`src/rtl/btl_pkg.sv`:
```
`default_nettype none

package btl_pkg;

	// result kinds
	typedef enum logic [1:0] {
		KIND_ENTRY = 2'd0,
		KIND_WRITE = 2'd1,
		KIND_END   = 2'd2
	} kind_t;

	// parser phase, one-hot
	typedef enum logic [3:0] {
		PH_ENTRY = 4'b0001,
		PH_SIZE  = 4'b0010,
		PH_ADDR  = 4'b0100,
		PH_DATA  = 4'b1000
	} phase_t;

	localparam int unsigned WORD_W      = 32;
	localparam int unsigned BYTE_W      = 8;
	localparam int unsigned COUNT_W     = 30;
	localparam int unsigned QUEUE_DEPTH = 2;

	// word handed from the assembler to the queue
	typedef struct packed {
		logic              valid;
		logic [WORD_W-1:0] word;
	} word_xfer_t;

	// result handed from the back end to the output register
	typedef struct packed {
		kind_t             kind;
		logic [WORD_W-1:0] address;
		logic [WORD_W-1:0] data_word;
	} result_t;

endpackage

`default_nettype wire

```
`src/rtl/btl_image_if.sv`:
```
`default_nettype none

interface btl_image_if;
	logic       valid;
	logic       ready;
	logic [7:0] data_byte;

	modport source (output valid, output data_byte, input ready);
	modport sink (input valid, input data_byte, output ready);
endinterface

`default_nettype wire

```
`src/rtl/btl_result_if.sv`:
```
`default_nettype none

interface btl_result_if;
	logic        valid;
	logic        ready;
	logic [1:0]  kind;
	logic [31:0] address;
	logic [31:0] data_word;

	modport source (output valid, output kind, output address, output data_word, input ready);
	modport sink (input valid, input kind, input address, input data_word, output ready);
endinterface

`default_nettype wire

```
`src/rtl/boot_table_loader.sv`:
```
`default_nettype none

// channel  | dir | payload                                  | handshake
// ---------+-----+------------------------------------------+-----------
// image    | in  | data_byte[7:0]                           | valid/ready
// result   | out | kind[1:0], address[31:0], data_word[31:0] | valid/ready
//
// one byte per cycle in while the queue has room; every fourth byte completes a big-endian word
// a completed word is written into a small queue and parsed from the queue head once the
// output register can take a result; each result is registered there before it is offered
// reset (arst_n low) clears the byte count, queue pointers, phase and output valid
// a stalled result holds the output register and the parser; the queue keeps the front
// taking bytes until it fills with QUEUE_DEPTH words
module boot_table_loader #(
	parameter int unsigned QUEUE_DEPTH = btl_pkg::QUEUE_DEPTH
) (
	input  wire          clk,
	input  wire          arst_n,
	btl_image_if.sink    image,
	btl_result_if.source result
);

	// words assembled by the front end
	btl_pkg::word_xfer_t push;
	logic                push_ready;

	// oldest queued word, seen by the parser
	btl_pkg::word_xfer_t head;
	logic                pop;

	// byte assembly into 32-bit words, msb first
	btl_front u_front (
		.clk        (clk),
		.arst_n     (arst_n),
		.image      (image),
		.push_ready (push_ready),
		.push       (push)
	);

	// decouples assembly from parsing so either side can stall
	btl_queue #(
		.DEPTH (QUEUE_DEPTH)
	) u_queue (
		.clk        (clk),
		.arst_n     (arst_n),
		.push       (push),
		.push_ready (push_ready),
		.head       (head),
		.pop        (pop)
	);

	// table parser: entry, size, start address, data words, end
	btl_back u_back (
		.clk    (clk),
		.arst_n (arst_n),
		.head   (head),
		.pop    (pop),
		.result (result)
	);

endmodule

`default_nettype wire

```
`src/rtl/btl_front.sv`:
```
`default_nettype none

module btl_front (
	input  wire                 clk,
	input  wire                 arst_n,
	btl_image_if.sink           image,
	input  wire                 push_ready,
	output btl_pkg::word_xfer_t push
);

	localparam int unsigned SHIFT_W = btl_pkg::WORD_W - btl_pkg::BYTE_W;

	logic [1:0]         byte_position_q;
	logic [SHIFT_W-1:0] word_shift_q;
	logic               take;

	assign image.ready = push_ready;
	assign take        = image.valid && push_ready;

	assign push.valid = take && (byte_position_q == 2'd3);
	assign push.word  = {word_shift_q, image.data_byte};

	always_ff @(posedge clk or negedge arst_n) begin
		if (!arst_n) begin
			byte_position_q <= '0;
		end else if (take) begin
			byte_position_q <= byte_position_q + 2'd1;
		end
	end

	// partial word, only the three leading bytes are kept
	always_ff @(posedge clk) begin
		if (take) begin
			word_shift_q <= {word_shift_q[SHIFT_W-btl_pkg::BYTE_W-1:0], image.data_byte};
		end
	end

endmodule

`default_nettype wire

```
`src/rtl/btl_queue.sv`:
```
`default_nettype none

module btl_queue #(
	parameter int unsigned DEPTH = btl_pkg::QUEUE_DEPTH
) (
	input  wire                      clk,
	input  wire                      arst_n,
	input  wire btl_pkg::word_xfer_t push,
	output logic                     push_ready,
	output btl_pkg::word_xfer_t      head,
	input  wire                      pop
);

	localparam int unsigned PTR_W = (DEPTH > 1) ? $clog2(DEPTH) : 1;
	localparam int unsigned CNT_W = $clog2(DEPTH + 1);
	localparam logic [PTR_W-1:0] LAST = PTR_W'(DEPTH - 1);
	localparam logic [CNT_W-1:0] FULL = CNT_W'(DEPTH);

	logic [btl_pkg::WORD_W-1:0] slot_q [DEPTH];
	logic [PTR_W-1:0]           wr_ptr_q;
	logic [PTR_W-1:0]           rd_ptr_q;
	logic [CNT_W-1:0]           count_q;
	logic                       do_push;
	logic                       do_pop;

	assign push_ready = (count_q != FULL);
	assign head.valid = (count_q != '0);
	assign head.word  = slot_q[rd_ptr_q];

	assign do_push = push.valid && push_ready;
	assign do_pop  = pop && head.valid;

	always_ff @(posedge clk or negedge arst_n) begin
		if (!arst_n) begin
			wr_ptr_q <= '0;
			rd_ptr_q <= '0;
			count_q  <= '0;
		end else begin
			if (do_push) begin
				wr_ptr_q <= (wr_ptr_q == LAST) ? '0 : wr_ptr_q + PTR_W'(1);
			end
			if (do_pop) begin
				rd_ptr_q <= (rd_ptr_q == LAST) ? '0 : rd_ptr_q + PTR_W'(1);
			end
			if (do_push && !do_pop) begin
				count_q <= count_q + CNT_W'(1);
			end else if (do_pop && !do_push) begin
				count_q <= count_q - CNT_W'(1);
			end
		end
	end

	always_ff @(posedge clk) begin
		if (do_push) begin
			slot_q[wr_ptr_q] <= push.word;
		end
	end

endmodule

`default_nettype wire

```
`src/rtl/btl_back.sv`:
```
`default_nettype none

module btl_back (
	input  wire                      clk,
	input  wire                      arst_n,
	input  wire btl_pkg::word_xfer_t head,
	output logic                     pop,
	btl_result_if.source             result
);

	localparam int unsigned WW = btl_pkg::WORD_W;
	localparam int unsigned CW = btl_pkg::COUNT_W;

	btl_pkg::phase_t   phase_q, phase_d;
	logic [WW-1:0]     write_address_q, write_address_d;
	logic [CW-1:0]     words_left_q, words_left_d;
	logic              out_valid_q;
	btl_pkg::result_t  out_q;
	btl_pkg::result_t  res;
	logic              res_valid;
	logic              can_take;
	logic [WW-1:0]     rounded;
	logic [CW-1:0]     left_dec;

	assign can_take = !out_valid_q || result.ready;
	assign pop      = head.valid && can_take;

	assign rounded  = head.word + WW'(3);
	assign left_dec = (words_left_q != '0) ? words_left_q - CW'(1) : words_left_q;

	always_comb begin
		phase_d         = phase_q;
		write_address_d = write_address_q;
		words_left_d    = words_left_q;
		res_valid       = 1'b0;
		res.kind        = btl_pkg::KIND_ENTRY;
		res.address     = '0;
		res.data_word   = '0;
		if (pop) begin
			case (phase_q)
				btl_pkg::PH_ENTRY: begin
					phase_d       = btl_pkg::PH_SIZE;
					res_valid     = 1'b1;
					res.kind      = btl_pkg::KIND_ENTRY;
					res.data_word = head.word;
				end
				btl_pkg::PH_SIZE: begin
					if (head.word == '0) begin
						// zero size closes the table
						phase_d      = btl_pkg::PH_ENTRY;
						words_left_d = '0;
						res_valid    = 1'b1;
						res.kind     = btl_pkg::KIND_END;
					end else begin
						words_left_d = rounded[WW-1:2];
						phase_d      = btl_pkg::PH_ADDR;
					end
				end
				btl_pkg::PH_ADDR: begin
					write_address_d = head.word;
					phase_d = (words_left_q != '0) ? btl_pkg::PH_DATA : btl_pkg::PH_SIZE;
				end
				btl_pkg::PH_DATA: begin
					res_valid       = 1'b1;
					res.kind        = btl_pkg::KIND_WRITE;
					res.address     = write_address_q;
					res.data_word   = head.word;
					write_address_d = write_address_q + WW'(4);
					words_left_d    = left_dec;
					if (left_dec == '0) begin
						phase_d = btl_pkg::PH_SIZE;
					end
				end
				default: begin
					phase_d = btl_pkg::PH_ENTRY;
				end
			endcase
		end
	end

	always_ff @(posedge clk or negedge arst_n) begin
		if (!arst_n) begin
			phase_q         <= btl_pkg::PH_ENTRY;
			write_address_q <= '0;
			words_left_q    <= '0;
			out_valid_q     <= 1'b0;
		end else begin
			phase_q         <= phase_d;
			write_address_q <= write_address_d;
			words_left_q    <= words_left_d;
			if (can_take) begin
				out_valid_q <= res_valid;
			end
		end
	end

	always_ff @(posedge clk) begin
		if (can_take && res_valid) begin
			out_q <= res;
		end
	end

	assign result.valid     = out_valid_q;
	assign result.kind      = out_q.kind;
	assign result.address   = out_q.address;
	assign result.data_word = out_q.data_word;

endmodule

`default_nettype wire
```
`src/flat_wrapper.sv`:
```
// flat-port wrapper written by rule: the top's interface ports become plain ports
module boot_table_loader_flat 
#(
	parameter int unsigned QUEUE_DEPTH = btl_pkg::QUEUE_DEPTH
)
  (clk, arst_n, image_valid, image_data_byte, image_ready, result_valid, result_kind, result_address, result_data_word, result_ready);
  btl_image_if image_i ();
  btl_result_if result_i ();
  input  wire clk;
  input  wire arst_n;
  input wire logic [$bits(image_i.valid)-1:0] image_valid;
  input wire logic [$bits(image_i.data_byte)-1:0] image_data_byte;
  output wire logic [$bits(image_i.ready)-1:0] image_ready;
  output wire logic [$bits(result_i.valid)-1:0] result_valid;
  output wire logic [$bits(result_i.kind)-1:0] result_kind;
  output wire logic [$bits(result_i.address)-1:0] result_address;
  output wire logic [$bits(result_i.data_word)-1:0] result_data_word;
  input wire logic [$bits(result_i.ready)-1:0] result_ready;
  assign image_i.valid = image_valid;
  assign image_i.data_byte = image_data_byte;
  assign image_ready = image_i.ready;
  assign result_valid = result_i.valid;
  assign result_kind = result_i.kind;
  assign result_address = result_i.address;
  assign result_data_word = result_i.data_word;
  assign result_i.ready = result_ready;
  boot_table_loader #(.QUEUE_DEPTH(QUEUE_DEPTH)) u_core (.clk(clk), .arst_n(arst_n), .image(image_i), .result(result_i));
endmodule
```
`config.mk`:
```
export PLATFORM = sky130hd
export DESIGN_NAME = boot_table_loader_flat
export DESIGN_NICKNAME = d
export VERILOG_FILES = /design/src/rtl/btl_pkg.sv /design/src/rtl/btl_image_if.sv /design/src/rtl/btl_result_if.sv /design/src/rtl/boot_table_loader.sv /design/src/rtl/btl_front.sv /design/src/rtl/btl_queue.sv /design/src/rtl/btl_back.sv /design/src/flat_wrapper.sv
export SDC_FILE = /design/constraint.sdc
export NUM_CORES = 1
export LEC_CHECK = 0
export BUFFER_PORTS_ARGS = -buffer_cell sky130_fd_sc_hd__buf_2
export CAP_MARGIN = 20
export CORE_MARGIN = 4
export CORE_UTILIZATION = 55
export DETAILED_ROUTE_END_ITERATION = 16
export PLACE_DENSITY = 0.74
export SLEW_MARGIN = 10
export SYNTH_ARGS = -nofsm -noshare
export SYNTH_HDL_FRONTEND = slang
export SYNTH_SLANG_ARGS = --single-unit
```
`constraint.sdc`:
```
create_clock -name clk -period 4.8 [get_ports clk]
set_input_delay 0.24 -clock clk [delete_from_list [all_inputs] [get_ports clk]]
set_output_delay 0.24 -clock clk [all_outputs]
set_load 0.02 [all_outputs]
```
==> tab_implementation.tex, run 1 <==
\begin{tabular}{lr}
\hline
Metric & Value \\
\hline
\multicolumn{2}{l}{\textbf{Timing}} \\
\quad Worst Tran Pin Value & between 1000 and 1500 ps \\
\quad Endpoints failing hold & 0 \\
\quad Min Clock Period, post-route & roughly 3800 ps \\
\quad Worst hold margin & around 150 ps \\
\quad Final Max Tran Viols & 0 \\
\quad Share of the clock period used by the worst path & roughly 80\% \\
\quad Number of endpoints failing setup at the final stage & 0 \\
\quad Fmax & between 200 and 300 MHz \\
\quad Worst setup skew after layout & between 10 and 15 ps \\
\quad Remaining max-slew budget at the tightest pin & between 20\% and 30\% \\
\quad Post-Route Setup TNS & 0 ps \\
\quad Unrepaired setup endpoints after global routing & false \\
\multicolumn{2}{l}{\textbf{Yosys}} \\
\quad Synth warn & 0 \\
\quad Number of flops mapped to enable cells by yosys & 154 \\
\quad Post-synthesis area per instance & between 10 and 15 um2 \\
\quad Area of the mapped netlist & $\sim$11000 um2 \\
\quad Top cells by area in the synthesized netlist & edfxtp\_1, dfrtp\_1, mux2i\_1, nor2\_1, o21ai\_0 \\
\quad Number of instances in the synthesized netlist & between 900 and 1000 \\
\quad Area fraction of the dominant cell type after synthesis & a little over two fifths \\
\quad Unique masters post-synth & between 70 and 80 \\
\quad Proportion of synthesized flip-flops having asynchronous set or reset & between 30\% and 40\% \\
\quad \#FFs+latches synth & 227 \\
\quad Most area-hungry cell type in the Yosys netlist & edfxtp\_1 \\
\quad Synthesized net count & roughly 970 \\
\quad Primary FF master, synth & edfxtp\_1 \\
\quad Sequential element share of the synthesized area & between 50\% and 60\% \\
\multicolumn{2}{l}{\textbf{Final layout}} \\
\quad Non-filler cells, final & roughly 1300 \\
\quad Number of nets at the end of the flow & approximately 1100 \\
\quad Fraction of final layout cells sized beyond drive strength 1 & 16.15\% \\
\quad Top library cells by usage in the layout, fill and taps aside & edfxtp\_1, nor2\_1, buf\_2 \\
\quad Area added between synthesis and finish & 14.65\% \\
\quad Total inserted antenna cells & 0 \\
\quad Final design area excluding fillers & 12460 um2 \\
\quad Most common cell after layout, fill and taps aside & edfxtp\_1 \\
\multicolumn{2}{l}{\textbf{Pwr}} \\
\quad Power Dens Cells & $\sim$690 nW/um2 \\
\quad Leakage component of the power & around 4.8 nW \\
\quad Final Total Pwr & 0.008591 W \\
\quad Max rail drop VDD & $\sim$510 uV \\
\multicolumn{2}{l}{\textbf{Setup path}} \\
\quad Critical Path Start Type & flip-flop \\
\quad Number of cells on the critical path & 9 \\
\quad Worst setup endpoint & u\_core.u\_back.result.data\_word[28]\$\_SDFFCE\_PN0P\_ \\
\quad Cells traversed along the worst timing path & buf\_4, mux2i\_1, nand4\_1, nor3\_1, nand3\_1, nor2\_1, inv\_1, nand2\_2, buf\_4 \\
\quad Startpoint of the worst-slack reg-to-reg timing path & u\_core.u\_queue.rd\_ptr\_q\$\_DFFE\_PN0P\_ \\
\quad Slowest stage cell, crit path & dfrtp\_2 \\
\quad Crit path max fanout & 28 \\
\quad Reg2reg end & u\_core.u\_back.result.data\_word[28]\$\_SDFFCE\_PN0P\_ \\
\quad Req. time, crit path & 5020 ps \\
\quad Largest stage delay, worst path & 780 ps \\
\quad Critical path capture point type & flip-flop \\
\quad Worst setup slack for register-to-register paths & around 1000 ps \\
\quad Arrival time of data at the critical path endpoint & a little under 4000 ps \\
\quad Crit path max-delay family & simple AND/OR/NAND/NOR gates \\
\quad Startpoint of the worst setup timing path & u\_core.u\_queue.rd\_ptr\_q\$\_DFFE\_PN0P\_ \\
\quad Kind of critical path & flip-flop to flip-flop \\
\quad R2R cell count & 9 \\
\quad Number of buffers and inverters on the critical path & 3 \\
\quad Most frequent cell on the critical path & buf\_4 \\
\multicolumn{2}{l}{\textbf{CTS}} \\
\quad Clk sink count & $\sim$230 \\
\quad CTS H-Tree Depth & 1 \\
\quad Cts repair resizes & 0 \\
\quad CTS Root Buffer Type & clkbuf\_16 \\
\quad Clock latency on the worst-skew pair & $\sim$530 ps \\
\quad Cts-stage hold buffer count & 9 \\
\quad Reg clk slew, reported paths & approximately 60 ps \\
\quad Largest buffer count on any clock path & 3 \\
\quad Post CTS Setup Buffer Count & 0 \\
\quad Clock tree from TritonCTS & yes \\
\quad Inserted Clock Buffers & 25 \\
\multicolumn{2}{l}{\textbf{Routing}} \\
\quad DR vias & roughly 8200 \\
\quad Post-DR vias/cell & roughly 6.2 \\
\quad Antenna violation net count after detailed routing & 0 \\
\quad Routed wire length & around 29000 um \\
\quad Average wire per cell in the routed design & 21.68 um \\
\quad Initial DRT Pass Iterations & 5 \\
\quad Initial detailed-routing violation count & about 850 \\
\quad DRC violation count after routing & 0 \\
\multicolumn{2}{l}{\textbf{Place}} \\
\quad Buffers added on ports & slightly below 80 \\
\quad Placement Cell Area & approximately 12000 um2 \\
\quad Half-perimeter wire length after placement & 20160 um \\
\quad Dpl cells & approximately 1300 \\
\quad Last weighted congestion value of the routability-driven placer & $\sim$1 \\
\multicolumn{2}{l}{\textbf{Floorplan}} \\
\quad Number of ports placed on the die boundary & 80 \\
\quad Number of core rows & 51 \\
\quad Initial standard-cell utilization of the core & a little under three fifths \\
\quad Floorplan die width & between 100 and 150 um \\
\quad Die height & 148.6 um \\
\quad Placeable core area & just under 20000 um2 \\
\quad Die area & about 22000 um2 \\
\multicolumn{2}{l}{\textbf{Hold path}} \\
\quad Tightest Hold Check Type & input pin to flip-flop \\
\multicolumn{2}{l}{\textbf{GRT}} \\
\quad Via count of the first global-routing pass & between 7000 and 8000 \\
\quad Total global-route track usage & between 20 and 30\% \\
\quad Pin count of the biggest net entering global routing & 65 \\
\quad Global-route wire length before repair & roughly 44000 um \\
\quad Antenna violations before repair & 0 \\
\quad Total congestion overflow & 0 \\
\multicolumn{2}{l}{\textbf{Run status}} \\
\quad Status & complete, no violations \\
\multicolumn{2}{l}{\textbf{Job}} \\
\quad Number of maximum-capacitance violations & 0 \\
\hline
\end{tabular}
==> cell usage after synthesis, drive strengths merged (9+ instances only) <==
| library cell | count |
|---|---|
| nand4 | 11 |
| a21oi | 46 |
| edfxtp | 154 |
| xnor2 | 14 |
| mux2i | 37 |
| inv | 11 |
| nand3 | 24 |
| nor3 | 27 |
| nand2 | 78 |
| nand2b | 9 |
| and2 | 37 |
| and3 | 16 |
| nor4 | 26 |
| o22a | 13 |
| nor2 | 98 |
| a31oi | 10 |
| clkbuf | 38 |
| a22oi | 15 |
| buf | 13 |
| o21ai | 72 |
| xor2 | 24 |
| dfrtp | 72 |
==> stage by stage <==
stage	setup WS (ps)	util (%)
5_1_grt	800.5	64.01
3_5_place_dp	1119	59.18
4_1_cts	1095	64.01
6_report	1047	64.01
2_1_floorplan	671.4	-
3_3_place_gp	1211	59.15
==> worst min-delay path by stage <==
stage,start,cells past startpoint,slack (ps),endpoint
global route,result_ready,3,140,u_core.u_back.result.valid$_DFFE_PN0N_
finish,result_ready,3,150,u_core.u_back.result.valid$_DFFE_PN0N_
global placement,arst_n,1,320,u_core.u_back.words_left_q[2]$_DFFE_PN0P_
detailed placement,arst_n,1,320,u_core.u_back.words_left_q[7]$_DFFE_PN0P_
CTS,result_ready,3,140,u_core.u_back.result.valid$_DFFE_PN0N_
floorplan,arst_n,0,-60,u_core.u_back.phase_q[1]$_DFFE_PN0P_
==> worst register-to-register path, delay by kind of cell, from the launching register on <==
family        cells  cell delay, ps
buf+inv           3             880
flops             1             780
simple gates      5            1260
mux               1             520
==> area by class of cell <==
cell class              count  area, um2
fillers                  1497       7005
flip-flops and latches    227       6454
multi-input cells         665       4120
repair buffers            109      658.1
clock buffers              31      648.1
well taps                 265      331.6
clock inverters            15      200.2
inverters                  12      45.04
==> layer usage <==
metal / track usage, % / share of wire (%)
met4: 9.700 / 4.0
met1: 35.62 / 41
met3: 4.205 / 7.5
met5: 0 / 0
met2: 41.69 / 48
==> sequential cells by signal (all words and copies together), names as in the netlist <==
signal,cells
u_core.u_queue.rd_ptr_q,1
u_core.u_queue.slot_q,64
u_core.u_back.result.address,32
u_core.u_back.phase_q,4
u_core.u_back.words_left_q,30
u_core.u_queue.count_q,2
u_core.u_back.result.kind,2
u_core.u_back.result.data_word,32
u_core.u_back.result.valid,1
u_core.u_front.word_shift_q,24
u_core.u_back.write_address_q,32
u_core.u_queue.wr_ptr_q,1
u_core.u_front.byte_position_q,2
==> power by group <==
part           internal [W]  switching [W]  total, W
Clock               0.00119       0.000778   0.00196
Combinational       0.00105        0.00197   0.00302
Sequential          0.00298       0.000625   0.00361
==> cells by family (layout without fill, tap and decap cells) <==
| kind of cell | count (synthesis) | after routing | synth area share (%) |
|---|---|---|---|
| compound gates | 216 | 216 | 12.87 |
| xor+xnor | 38 | 38 | 3.063 |
| fa+ha+maj | 5 | 5 | 0.5758 |
| buf+inv | 63 | 167 | 2.913 |
| flops | 227 | 227 | 59.39 |
| mux | 43 | 43 | 4.030 |
| simple gates | 363 | 363 | 17.16 |
No activity file was read; power rests on OpenSTA's default activity.
==> inputs of run 2 (changes only) <==
ABC_AREA = 1   (was unset)
clock period = 3.8 ns   (was 4.8 ns; I/O delays follow)
==> tab_implementation.tex, run 2 <==
\begin{tabular}{lr}
\hline
Metric & Value \\
\hline
\multicolumn{2}{l}{\textbf{Routing}} \\
\quad Post-DR vias/cell & 5.577 (was 6.174) \\
\quad DR vias & 9414 (was 8175) \\
\quad DRC violation count after routing & 0 (unchanged) \\
\quad Routed wire length & 31240 um (was 28710 um) \\
\quad Antenna violation net count after detailed routing & 0 (unchanged) \\
\quad Average wire per cell in the routed design & 18.50 um (was 21.68 um) \\
\quad Initial detailed-routing violation count & 983 (was 852) \\
\quad Initial DRT Pass Iterations & 6 (was 5) \\
\multicolumn{2}{l}{\textbf{Setup path}} \\
\quad Critical Path Start Type & flip-flop (unchanged) \\
\quad Worst setup endpoint & u\_core.u\_back.result.address[6]\$\_SDFFCE\_PN0P\_ (was u\_core.u\_back.result.data\_word[28]\$\_SDFFCE\_PN0P\_) \\
\quad Startpoint of the worst setup timing path & u\_core.u\_queue.rd\_ptr\_q\$\_DFFE\_PN0P\_ (unchanged) \\
\quad R2R cell count & 7 (was 9) \\
\quad Worst setup slack for register-to-register paths & 670 ps (was 1050 ps) \\
\quad Reg2reg end & u\_core.u\_back.result.address[6]\$\_SDFFCE\_PN0P\_ (was u\_core.u\_back.result.data\_word[28]\$\_SDFFCE\_PN0P\_) \\
\quad Req. time, crit path & 3980 ps (was 5020 ps) \\
\quad Kind of critical path & flip-flop to flip-flop (unchanged) \\
\quad Startpoint of the worst-slack reg-to-reg timing path & u\_core.u\_queue.rd\_ptr\_q\$\_DFFE\_PN0P\_ (unchanged) \\
\quad Arrival time of data at the critical path endpoint & 3310 ps (was 3970 ps) \\
\quad Crit path max fanout & 67 (was 28) \\
\quad Critical path capture point type & flip-flop (unchanged) \\
\multicolumn{2}{l}{\textbf{Pwr}} \\
\quad Sw frac & 42.71\% (was 39.29\%) \\
\quad Power Dens Cells & 817.5 nW/um2 (was 689.7 nW/um2) \\
\quad Leakage component of the power & 5.504 nW (was 4.759 nW) \\
\quad Max rail drop VDD & 700.5 uV (was 509.7 uV) \\
\quad Clock share of power & 21.2\% (was 22.9\%) \\
\quad Internal Power & 0.006204 W (was 0.005215 W) \\
\quad Switching pwr & 0.004624 W (was 0.003376 W) \\
\quad Proportion of power drawn by combinational gates & 39.7\% (was 35.2\%) \\
\quad Sequential share of power & 39.1\% (was 42.0\%) \\
\multicolumn{2}{l}{\textbf{Yosys}} \\
\quad Area of the mapped netlist & 11760 um2 (was 10870 um2) \\
\quad Synthesized net count & 1330 (was 972) \\
\quad Most area-hungry cell type in the Yosys netlist & edfxtp\_1 (unchanged) \\
\quad Proportion of synthesized flip-flops having asynchronous set or reset & 32.16\% (unchanged) \\
\quad Synth warn & 0 (unchanged) \\
\quad Top cells by area in the synthesized netlist & edfxtp\_1, dfrtp\_1, nand2\_1, nor2\_1, inv\_1 (was edfxtp\_1, dfrtp\_1, mux2i\_1, nor2\_1, o21ai\_0) \\
\quad Sequential element share of the synthesized area & 54.86\% (was 59.39\%) \\
\quad Top cell types by occurrence after synthesis & nand2\_1, nor2\_1, edfxtp\_1 (was edfxtp\_1, nor2\_1, nand2\_1) \\
\quad \#FFs+latches synth & 227 (unchanged) \\
\quad Number of flops mapped to enable cells by yosys & 154 (unchanged) \\
\quad Primary FF master, synth & edfxtp\_1 (unchanged) \\
\quad Unique masters post-synth & 46 (was 76) \\
\quad Post-synthesis area per instance & 8.958 um2 (was 11.38 um2) \\
\quad Number of instances in the synthesized netlist & 1313 (was 955) \\
\quad Most repeated cell in the gate-level netlist after synthesis & nand2\_1 (was edfxtp\_1) \\
\quad Area fraction of the dominant cell type after synthesis & 39.32\% (was 42.56\%) \\
\multicolumn{2}{l}{\textbf{Final layout}} \\
\quad Largest register by flop count & u\_core.u\_queue.slot\_q (unchanged) \\
\quad Area added between synthesis and finish & 12.61\% (was 14.65\%) \\
\quad Footprint of the multi-input gates & 4479 um2 (was 4120 um2) \\
\quad Number of nets at the end of the flow & 1414 (was 1057) \\
\quad Largest register FFs & 64 (unchanged) \\
\quad Total inserted antenna cells & 0 (unchanged) \\
\quad Storage cell area & 6454 um2 (unchanged) \\
\quad Layout fillers & 1748 (was 1497) \\
\quad Fraction of final layout cells sized beyond drive strength 1 & 15.29\% (was 16.15\%) \\
\quad Most common cell after layout, fill and taps aside & nand2\_1 (was edfxtp\_1) \\
\quad Top library cells by usage in the layout, fill and taps aside & nand2\_1, nor2\_1, edfxtp\_1 (was edfxtp\_1, nor2\_1, buf\_2) \\
\quad Final design area excluding fillers & 13240 um2 (was 12460 um2) \\
\multicolumn{2}{l}{\textbf{CTS}} \\
\quad Cts repair resizes & 0 (unchanged) \\
\quad Largest buffer count on any clock path & 3 (unchanged) \\
\quad Inserted Clock Buffers & 24 (was 25) \\
\quad Post CTS Setup Buffer Count & 0 (unchanged) \\
\quad CTS H-Tree Depth & 1 (unchanged) \\
\quad Clk sink count & 227 (unchanged) \\
\quad CTS Root Buffer Type & clkbuf\_16 (unchanged) \\
\quad Cts-stage hold buffer count & 10 (was 9) \\
\quad Reg clk slew, reported paths & 60 ps (about the same) \\
\quad Clock latency on the worst-skew pair & 530 ps (about the same) \\
\quad Clock tree from TritonCTS & yes (unchanged) \\
\multicolumn{2}{l}{\textbf{Timing}} \\
\quad Share of the clock period used by the worst path & 82.29\% (was 78.19\%) \\
\quad Number of endpoints failing setup at the final stage & 0 (unchanged) \\
\quad Min Clock Period, post-route & 3127 ps (was 3753 ps) \\
\quad Endpoints failing hold & 0 (unchanged) \\
\quad Post-Route Setup TNS & 0 ps (unchanged) \\
\quad Worst setup skew after layout & 15.99 ps (was 14.73 ps) \\
\quad Worst Tran Pin Value & 1016 ps (was 1126 ps) \\
\quad Final Max Tran Viols & 0 (unchanged) \\
\quad Fmax & 319.8 MHz (was 266.4 MHz) \\
\quad Unrepaired setup endpoints after global routing & false (unchanged) \\
\quad Remaining max-slew budget at the tightest pin & 32.23\% (was 22.80\%) \\
\multicolumn{2}{l}{\textbf{Floorplan}} \\
\quad Initial standard-cell utilization of the core & 55.95\% (was 55.83\%) \\
\quad Die height & 154.2 um (was 148.6 um) \\
\quad Floorplan die width & 154.2 um (was 148.6 um) \\
\quad Number of ports placed on the die boundary & 80 (unchanged) \\
\quad Number of core rows & 53 (was 51) \\
\quad Placeable core area & 21020 um2 (was 19460 um2) \\
\quad Die area & 23790 um2 (was 22070 um2) \\
\multicolumn{2}{l}{\textbf{GRT}} \\
\quad Global-route wire length before repair & 49310 um (was 43930 um) \\
\quad Total congestion overflow & 0 (unchanged) \\
\quad Antenna violations before repair & 0 (unchanged) \\
\quad Pin count of the biggest net entering global routing & 87 (was 65) \\
\quad Total global-route track usage & 26.24\% (was 25.84\%) \\
\quad Via count of the first global-routing pass & 8825 (was 7505) \\
\multicolumn{2}{l}{\textbf{Place}} \\
\quad Last weighted congestion value of the routability-driven placer & 0.9378 (was 0.9743) \\
\quad Placement Cell Area & 12370 um2 (was 11520 um2) \\
\quad Buffers added on ports & 79 (unchanged) \\
\quad Half-perimeter wire length after placement & 22260 um (was 20160 um) \\
\multicolumn{2}{l}{\textbf{Hold path}} \\
\quad Tightest Hold Check Type & input pin to flip-flop (unchanged) \\
\multicolumn{2}{l}{\textbf{Run status}} \\
\quad Status & complete, no violations (unchanged) \\
\multicolumn{2}{l}{\textbf{Job}} \\
\quad Number of maximum-capacitance violations & 0 (unchanged) \\
\hline
\end{tabular}
## run 2: power by group through the flow
stage / registers, W / clock network, W / logic, W
after global placement: 0.00424 / 0 / 0.00418
after global routing: 0.00432 / 0.00245 / 0.00471
final: 0.00424 / 0.00229 / 0.00430
after floorplan: 0.00455 / 0 / 0.00259
after CTS: 0.00423 / 0.00233 / 0.00429
after detailed placement: 0.00427 / 0 / 0.00427
## run 2: how the worst min path moves through the flow
stage                                  start  cells after the start  slack [ps]                                       end
after global placement    image_data_byte[1]                      1         390  u_core.u_front.word_shift_q[1]$_DFFE_PP_
after floorplan                       arst_n                      0        -110      u_core.u_back.phase_q[1]$_DFFE_PN0P_
after global routing            result_ready                      3          40    u_core.u_back.result.valid$_DFFE_PN0N_
final                           result_ready                      3          50    u_core.u_back.result.valid$_DFFE_PN0N_
after detailed placement  image_data_byte[5]                      1         390  u_core.u_front.word_shift_q[5]$_DFFE_PP_
after CTS                       result_ready                      3          30    u_core.u_back.result.valid$_DFFE_PN0N_
## run 2: cell families after synthesis
| group | count (synthesis) | share of synthesized area (%) |
|---|---|---|
| adder cells (fa/ha/maj) | 5 | 0.5319 |
| flip-flops | 227 | 54.86 |
| multiplexers | 1 | 0.08511 |
| XOR/XNOR | 36 | 2.681 |
| buffers and inverters | 198 | 7.245 |
| AND/OR/NAND/NOR | 669 | 25.85 |
| AO/OA/AOI/OAI | 177 | 8.745 |
## run 2: area by class of cell
class	count	share of cell area, %
Sequential cell	227	48.73
Clock inverter	9	0.9164
Timing Repair Buffer	100	4.572
Multi-Input combinational cell	888	33.82
Inverter	156	4.421
Clock buffer	33	4.941
Tap cell	275	2.598
## run 2: layer usage
metal | up-vias | track usage (%) | share of wire [%]
met3 | 49 | 3.553 | 6.2
met2 | 344 | 42.30 | 47
met5 | - | 0 | 0
li1 | 4557 | - | -
met4 | 0 | 6.728 | 2.5
met1 | 4464 | 37.98 | 44
## run 2: critical path: stages, from the launching register on
cell,delay [ps]
dfrtp_2,410
buf_12,200
o21ai_1,740
nand4_1,200
nor4_2,390
nand2_2,190
o21ai_4,190
buf_12,320
## run 2: through the flow
| stage | total power (W) | util [%] | std cells | worst slack (ps) | hold slack, ps |
|---|---|---|---|---|---|
| floorplan | 0.007139 | - | 1313 | 88.32 | -105.6 |
| global placement | 0.008421 | 58.84 | 1636 | 754.2 | 392.0 |
| detailed placement | 0.008532 | 58.84 | 1636 | 658.7 | 393.9 |
| CTS | 0.01085 | 63.00 | 1688 | 653.7 | 34.87 |
| global route | 0.01149 | 63.00 | 1688 | 505.7 | 40.32 |
| finish | 0.01083 | 63.00 | 1688 | 673.1 | 46.99 |
